## config.mk

```make
export PLATFORM = sky130hd
export DESIGN_NAME = recursive_median_filter_core
export DESIGN_NICKNAME = d
export VERILOG_FILES = /design/src/rtl/rmf_pkg.sv /design/src/rtl/rmf_cx_row.sv /design/src/rtl/recursive_median_filter_core.sv
export SDC_FILE = /design/constraint.sdc
export NUM_CORES = 1
export LEC_CHECK = 0
export ABC_AREA = 1
export ABC_CLOCK_PERIOD_IN_PS = 26100
export BUFFER_PORTS_ARGS = -buffer_cell sky130_fd_sc_hd__buf_2
export CORE_ASPECT_RATIO = 0.7
export CORE_MARGIN = 1.5
export CORE_UTILIZATION = 35
export CTS_BUF_LIST = sky130_fd_sc_hd__clkbuf_4 sky130_fd_sc_hd__clkbuf_8
export CTS_CLUSTER_DIAMETER = 50
export DETAILED_ROUTE_END_ITERATION = 16
export GPL_TIMING_DRIVEN = 0
export PLACE_DENSITY_LB_ADDON = 0.05
export SETUP_SLACK_MARGIN = 0.1
export SYNTH_ARGS = -nofsm -noshare
export SYNTH_HDL_FRONTEND = slang
export SYNTH_SLANG_ARGS = --single-unit
```

## constraint.sdc

```tcl
create_clock -name clock -period 26.1 [get_ports clock]
set_input_delay 3.915 -clock clock [delete_from_list [all_inputs] [get_ports clock]]
set_output_delay 3.915 -clock clock [all_outputs]
set_load 0.02 [all_outputs]
```

## src/rtl/rmf_pkg.sv

```systemverilog
`timescale 1ns / 1ps

package rmf_pkg;

   localparam int WINDOW      = 17;
   localparam int HALF        = WINDOW / 2;
   localparam int SPAN        = 2 * HALF + 1;
   localparam int SAMPLE_BITS = 16;
   localparam int TAG_BITS    = 16;
   localparam int CNT_BITS    = $clog2(HALF + 2);
   localparam int RND_BITS    = $clog2(SPAN);

   typedef logic signed [SAMPLE_BITS-1:0] sample_type;
   typedef logic [TAG_BITS-1:0]           tag_type;

   typedef struct packed {
      logic signed [SAMPLE_BITS-1:0] sample;
      logic [TAG_BITS-1:0]           time_tag;
      logic                          last;
   } req_type;

   typedef struct packed {
      logic signed [SAMPLE_BITS-1:0] median;
      logic [TAG_BITS-1:0]           out_time_tag;
      logic                          end_of_stream;
   } rsp_type;

   typedef enum logic [1:0] {
      ST_IDLE,
      ST_LOAD,
      ST_SORT,
      ST_EMIT
   } state_type;

endpackage

```

## src/rtl/rmf_cx_row.sv

```systemverilog
`timescale 1ns / 1ps

// One round of odd-even transposition sort: the pairs that start on the
// given parity are compare-exchanged, smaller value to the lower index.
module rmf_cx_row
   import rmf_pkg::*;
(
   input  sample_type win_i [SPAN],
   input  logic       phase_i,
   output sample_type win_o [SPAN]
);

   always_comb begin
      for (int j = 0; j < SPAN; j++) begin
         if ((j + 1 < SPAN) && (j[0] == phase_i)) begin
            win_o[j] = ($signed(win_i[j]) > $signed(win_i[j+1])) ? win_i[j+1] : win_i[j];
         end else if ((j >= 1) && (j[0] != phase_i)) begin
            win_o[j] = ($signed(win_i[j-1]) > $signed(win_i[j])) ? win_i[j-1] : win_i[j];
         end else begin
            win_o[j] = win_i[j];
         end
      end
   end

endmodule

```

## src/rtl/recursive_median_filter_core.sv

```systemverilog
`timescale 1ns / 1ps
// A request that completes a window gives its result in the output register after a window
// load, 17 sort rounds and an emit step, which waits while rsp_stall holds the output.
// Requests are stalled while a window is in work; one that only fills the lookahead is taken
// in idle. A final request flushes up to 9 results, each in turn through the shared sort row.
// Synchronous active-high reset clears the sequencer, fill count and stream flag.
module recursive_median_filter_core
   import rmf_pkg::*;
(
   input  logic    clock,
   input  logic    reset,
   input  logic    req_valid,
   output logic    req_stall,
   input  req_type req_payload,
   output logic    rsp_valid,
   input  logic    rsp_stall,
   output rsp_type rsp_payload
);

   state_type              state_ff, state_in;
   logic                   started_ff, started_in;
   logic [CNT_BITS-1:0]    fill_ff, fill_in;
   logic [RND_BITS-1:0]    round_ff, round_in;
   sample_type             past_ff [HALF];
   sample_type             past_in [HALF];
   sample_type             qv_ff [HALF+1];
   sample_type             qv_in [HALF+1];
   tag_type                qt_ff [HALF+1];
   tag_type                qt_in [HALF+1];
   sample_type             win_ff [SPAN];
   sample_type             win_in [SPAN];
   sample_type             row_out [SPAN];
   sample_type             pad_ff, pad_in;
   logic                   last_ff, last_in;
   logic                   rsp_valid_ff, rsp_valid_in;
   rsp_type                rsp_ff, rsp_in;

   logic                   req_take;
   logic                   emit_go;
   logic                   sort_done;
   logic [CNT_BITS-1:0]    eff_fill;

   rmf_cx_row u_row (
      .win_i   (win_ff),
      .phase_i (round_ff[0]),
      .win_o   (row_out)
   );

   // Handshake and sequencing controls.
   always_comb begin
      req_stall = (state_ff != ST_IDLE);
      req_take  = req_valid && (state_ff == ST_IDLE);
      emit_go   = (state_ff == ST_EMIT) && (!rsp_valid_ff || !rsp_stall);
      sort_done = (round_ff == RND_BITS'(SPAN - 1));
      eff_fill  = started_ff ? fill_ff : '0;
   end

   always_comb begin
      state_in = state_ff;
      unique case (state_ff)
         ST_IDLE: begin
            if (req_take && (req_payload.last || (eff_fill == CNT_BITS'(HALF)))) begin
               state_in = ST_LOAD;
            end
         end
         ST_LOAD: begin
            state_in = ST_SORT;
         end
         ST_SORT: begin
            if (sort_done) begin
               state_in = ST_EMIT;
            end
         end
         ST_EMIT: begin
            if (emit_go) begin
               state_in = (last_ff && (fill_ff > CNT_BITS'(1))) ? ST_LOAD : ST_IDLE;
            end
         end
         default: state_in = ST_IDLE;
      endcase
   end

   always_comb begin
      started_in   = started_ff;
      fill_in      = fill_ff;
      round_in     = round_ff;
      past_in      = past_ff;
      qv_in        = qv_ff;
      qt_in        = qt_ff;
      win_in       = win_ff;
      pad_in       = pad_ff;
      last_in      = last_ff;
      rsp_in       = rsp_ff;
      rsp_valid_in = rsp_valid_ff && rsp_stall;

      if (req_take) begin
         // The first sample of a stream stands in for the outputs before it.
         if (!started_ff) begin
            for (int i = 0; i < HALF; i++) begin
               past_in[i] = req_payload.sample;
            end
         end
         for (int i = 0; i <= HALF; i++) begin
            if (eff_fill == CNT_BITS'(i)) begin
               qv_in[i] = req_payload.sample;
               qt_in[i] = req_payload.time_tag;
            end
         end
         started_in = 1'b1;
         fill_in    = eff_fill + CNT_BITS'(1);
         pad_in     = req_payload.sample;
         last_in    = req_payload.last;
      end

      if (state_ff == ST_LOAD) begin
         for (int i = 0; i < HALF; i++) begin
            win_in[i] = past_ff[i];
         end
         win_in[HALF] = qv_ff[0];
         // Lookahead slots beyond the queued samples are padded with the last sample.
         for (int a = 1; a <= HALF; a++) begin
            win_in[HALF+a] = (CNT_BITS'(a) < fill_ff) ? qv_ff[a] : pad_ff;
         end
         round_in = '0;
      end

      if (state_ff == ST_SORT) begin
         win_in   = row_out;
         round_in = round_ff + RND_BITS'(1);
      end

      if (emit_go) begin
         rsp_valid_in         = 1'b1;
         rsp_in.median        = win_ff[HALF];
         rsp_in.out_time_tag  = qt_ff[0];
         rsp_in.end_of_stream = last_ff && (fill_ff == CNT_BITS'(1));
         for (int i = 0; i < HALF - 1; i++) begin
            past_in[i] = past_ff[i+1];
         end
         past_in[HALF-1] = win_ff[HALF];
         for (int i = 0; i < HALF; i++) begin
            qv_in[i] = qv_ff[i+1];
            qt_in[i] = qt_ff[i+1];
         end
         fill_in = fill_ff - CNT_BITS'(1);
         if (last_ff && (fill_ff == CNT_BITS'(1))) begin
            started_in = 1'b0;
         end
      end
   end

   always_ff @(posedge clock) begin
      if (reset) begin
         state_ff     <= ST_IDLE;
         started_ff   <= 1'b0;
         fill_ff      <= '0;
         round_ff     <= '0;
         rsp_valid_ff <= 1'b0;
      end else begin
         state_ff     <= state_in;
         started_ff   <= started_in;
         fill_ff      <= fill_in;
         round_ff     <= round_in;
         rsp_valid_ff <= rsp_valid_in;
      end
   end

   always_ff @(posedge clock) begin
      past_ff <= past_in;
      qv_ff   <= qv_in;
      qt_ff   <= qt_in;
      win_ff  <= win_in;
      pad_ff  <= pad_in;
      last_ff <= last_in;
      rsp_ff  <= rsp_in;
   end

   assign rsp_valid   = rsp_valid_ff;
   assign rsp_payload = rsp_ff;

endmodule
```

# == Word-level counts from Yosys, hierarchy flattened ==
# Cells that the tools add are included.
# word_totals
register_bits,751
word_cells,267
out_inout_bits,35
# classes
order_cmp,25
n_addsub,3
muxes,98
reduce_logical,51
n_eq_ne,37
# op_table
operator,n
two-way mux 16 bit,75
two-way mux 128 bit,5
two-way mux 272 bit,2
two-way mux 144 bit,2
> comparator 16 bit,16
AND reduction 3 bit,18
"inequality test 3 x 2 -> 1 bit, second input constant",16
nonzero test 2 bit,11
AND reduction 2 bit,10
"== test 4 x 3 -> 1 bit, second input constant",4
"< comparator 3 x 4 -> 1 bit, first input constant",4
two-way mux 4 bit,3
two-way mux 5 bit,2
"== test 4 x 1 -> 1 bit, second input constant",2
"== test 4 x 2 -> 1 bit, second input constant",2
"< comparator 2 x 4 -> 1 bit, first input constant",2
"inequality test 2 x 1 -> 1 bit, second input constant",4
"inequality test 2 bit, second input constant",4
one-hot mux 2 bit (4 select lines),1
logical AND 1 bit,6
two-way mux 2 bit,3
"adder 5 x 1 -> 5 bit, second input constant",1
"== test 5 bit, second input constant",1
two-way mux 1 bit,5
12 further kinds,15

# == Longest topological paths before layout ==
# logic_depth
word_depth,6
mapped_depth,16
ltp_nobuf,16

# == Cells and area by module ==
# From an unflattened synthesis, not the netlist that was laid out.
# hier_totals
hier_cells,5901
area_unflattened_um2,47516.8
# modules_own_cells
module,n_inst,seq_area_each_um2,area_per_inst_um2,cells_each
recursive_median_filter_core,1,22421.5,30834.6,2687
rmf_cx_row,1,0.0,16682.2,3214

# == Least setup slack after synthesis ==
# Ideal clock, no wire load.
# synth_timing
path_type,input to register
start,in req_valid
end,"reg past_ff[0] (netlist name), enable pin"
n_path_buf,0
path_slack_ps,12379
setup_ps,792
path_stages,2
arrival_time_ps,12929
cell_sequence,nand2_4 o21ai_0
# synth_via
elab_chain_cells,3
# synth_lines
element,line_no,text
from (decl),recursive_median_filter_core.sv:12,"input logic req_valid,"
logical AND 1 bit,recursive_median_filter_core.sv:52,req_take = req_valid && (state_ff == ST_IDLE);
nonzero test 2 bit (no source line),--,
AND reduction 2 bit (no source line),--,
to (signal assigned),recursive_median_filter_core.sv:169,past_ff <= past_in;
to (decl),recursive_median_filter_core.sv:24,sample_type past_ff [HALF];
# Every way passes these cells.
# A chain may end at the register's enable or synchronous reset.

# == Final worst setup path ==
# layout_timing
start,in rsp_stall
end,"reg past_ff[27] (netlist name), enable pin"
# layout_via
elab_chain_cells,5
# layout_lines
element,line_no,text
from (decl),recursive_median_filter_core.sv:16,"input logic rsp_stall,"
logical NOT 1 bit (*),recursive_median_filter_core.sv:53,emit_go = (state_ff == ST_EMIT) && (!rsp_valid_ff || !rsp_stall);
logical OR 1 bit (*),recursive_median_filter_core.sv:53,
logical AND 1 bit (*),recursive_median_filter_core.sv:53,
inequality test 2 x 1 -> 1 bit (no source line) or nonzero test 2 bit (tied branches),--,
AND reduction 2 bit (no source line) (*),--,
# Mark *: on every way between the ends. The rest lies on a longest branch, timed or not.

==> impl_metrics.tcl <==
set metrics [dict create \
    status "complete, no violations" \
    nNetsFinal 4307 \
    path_class "in -> reg" \
    required_ns 26.68 \
    use_met1_pct 41.72 \
    cts_tree "yes" \
    p_leak_nw 18.94 \
    synthCells 3772 \
    grt_use_met2_pct 32.46 \
    io_pins 72 \
    critPathTopFamily "buffers and inverters" \
    yosysWarnings 0 \
    crit_fanout 27 \
    syn_area_mm2 0.03886 \
    crit_top_cell "buf_16" \
    drtIter0Drc 3383 \
    setup_viol 0 \
    cts_buffers 136 \
    fin_crit_sh_pct 25.76 \
    ys_seq_area_share_pct 57.70 \
    synthTopCellsByArea "edfxtp_1 57%, nand2_1 8.8%, ha_1 8.7%, inv_1 5.9%, o221ai_1 5.1%" \
    ant_nets 0 \
    syn_area_per_cell_um2 10.30 \
    routed_wl_mm 148.4 \
    row_count 102 \
    clockBufferDepth 3 \
    start_util_pct 35.20 \
    fmax_ghz 0.1488 \
    worst_setup_path_end_kind "flip-flop" \
    routabilityCongestion 0.9187 \
    cp_slowest_stage_delay_ns 1.02 \
    wire_per_inst_um 26.71 \
    fill_cells 10986 \
    dp_hpwl_mm 112.7 \
    holdPathStages 0 \
    dr.pass1.iters 5 \
    cp-startpoint "rsp_stall" \
    slowest_stage "clkbuf_1" \
    drive_above_1_share_pct 10.79 \
    slew_viol_final 0 \
    final_cell_mix "909 x nand2_1, 738 x edfxtp_1, 607 x inv_1, 336 x o21ai_0, 269 x ha_1" \
    r2r_cells 10 \
    finalSetupTns_ns 0 \
    relSlewSlack_pct 10.37 \
    gr-max-usage-layer "met1" \
    final_common_cell "nand2_1" \
    drc 0 \
    grt_max_degree 28 \
    viasPerCell 5.371 \
    synth_cell_types 44 \
    grt_use_met3_pct 7.629 \
    grt_pass1_vias 27559 \
    min_from "qt_ff[130]$_DFFE_PP_" \
    cp-start-kind "primary input" \
    hold_slack_ns 0.4192 \
    worstPathArrival_ns 7.31 \
    fin_crit_ns 6.723 \
    grt_pass1_wl_mm 207.0 \
    maxCapViolCount 0 \
    die_w_um 401.3 \
    route.vias.total 29841 \
    tightest_slew_ns 1.345 \
    powerDensity_mw_per_mm2 133.1 \
    synth-edff-count 738 \
    min_path_type "reg -> reg" \
    synth_top_area_share_pct 57.03 \
    htreeDepth 4 \
    path_cells "buf_2 > nand2_1 > nand2_1 > buf_2 > clkbuf_1 > o21ai_4 > buf_16 > buf_16 > buf_16 > buf_16 > buf_12" \
    cts_root_buf "clkbuf_8" \
    fp.coreArea_mm2 0.1104 \
    fin_skew_ns 0.03307 \
    die_y_um 281.8 \
    areaGrowthSynthToFinish_pct 13.83 \
    synth_top_flop_cell "edfxtp_1" \
    path_clk_slew_ns 0.06 \
    design_area_mm2 0.04423 \
    synth_top_area_cell "edfxtp_1" \
    postCtsSetupRepairBufs 0 \
    antenna_found_initial 18 \
    placed_area_mm2 0.04163 \
    hold_viol 0 \
    cts_resized 0 \
    dieArea_mm2 0.1131 \
    portBuffers 71 \
    r2r_start "state_ff[0]$_SDFFE_PP0P_" \
    synthesis.nets 4078 \
    grt_setup_unrepaired "false" \
    layout_setup_ws_ns 19.38 \
    path_depth 11 \
    path_buf_inv 8 \
    pre_cts_slack_ns 18.52 \
    ys_async_sr_fraction_pct 0 \
    worstSkewPairLatency_ns 0.86 \
    grt_overflow_total 0 \
    yosys_register_bits 751 \
    hold_buffers 0 \
    cts_sinks 751 \
    ir_worst_vdd_mv 0.04347 \
    grt_usage_pct 25.91 \
]
## area by class of cell
type / instances / area [um^2] / share of cell area, %
well taps: 1456 / 1822 / 4.118
clock inverters: 63 / 437.9 / 0.9900
clock buffers: 169 / 2151 / 4.862
plain buffers: 160 / 757.0 / 1.711
inverters: 616 / 2316 / 5.236
multi-input cells: 2245 / 13490 / 30.50
flip-flops and latches: 751 / 22420 / 50.69
diodes: 5 / 12.51 / 0.02829
repair buffers: 91 / 825.8 / 1.867
## cell families (layout without fill, tap and decap cells)
group | after synthesis | after routing | synth area share [%]
buf+inv | 776 | 1099 | 7.901
flops | 751 | 751 | 57.70
xor+xnor | 1 | 1 | 0.02254
compound gates | 877 | 877 | 14.65
simple gates | 1098 | 1098 | 11.07
other cells | 0 | 5 | 0
fa+ha+maj | 269 | 269 | 8.661
## per-stage QoR
stage / std cells / utilization [%] / power [mW]
after floorplan: 3772 / - / 3.692
after global placement: 5299 / 37.17 / 4.721
after detailed placement: 5319 / 37.71 / 4.726
after CTS: 5551 / 40.06 / 5.873
after global routing: 5554 / 40.06 / 6.286
final: 5556 / 40.07 / 5.888
## routing by layer
layer	wire length, um	share of wire (%)
met1	75620	51
met2	54550	37
met3	15230	10
met4	2855	1.9
met5	130	0.088
## worst paths after layout
check,endpoint,slack [ns]
setup / recovery,past_ff[27]$_DFFE_PP_,19.38
setup reg to reg,past_ff[27]$_DFFE_PP_,22.07
hold / removal,rsp_payload[3]$_DFFE_PP_,0.42
hold reg to reg,rsp_payload[3]$_DFFE_PP_,0.42
## worst reg2reg max path: cells and delay by family (launching register included)
| family | cells | cell delay (ns) |
|---|---|---|
| AO/OA/AOI/OAI | 1 | 0.50 |
| AND/OR/NAND/NOR | 1 | 0.23 |
| flip-flops | 1 | 0.34 |
| adder cells (fa/ha/maj) | 1 | 0.25 |
| buffers and inverters | 7 | 2.42 |
## report_power, final
group / total [mW] / internal, mW / switching [mW]
clock: 1.12 / 0.568 / 0.553
combinational: 2.54 / 0.740 / 1.80
sequential: 2.22 / 1.96 / 0.266
## cells in the mapped netlist (14+ instances only)
library cell	count
a21oi_1	173
buf_2	77
clkbuf_1	70
edfxtp_1	738
ha_1	269
inv_1	607
nand2_1	909
nand3_1	62
nor2_1	96
o211ai_1	35
o211ai_2	14
o21ai_0	347
o21ai_1	17
o21bai_1	19
o221ai_1	226
o221ai_2	14
## state kept, by name, indices dropped and copies added (netlist names), 4 cells and up
signal       cells
round_ff         5
qt_ff          144
qv_ff          144
win_ff         272
fill_ff          4
past_ff        128
pad_ff          16
rsp_payload     33
Note: power is estimated with default switching activity, not from simulation.
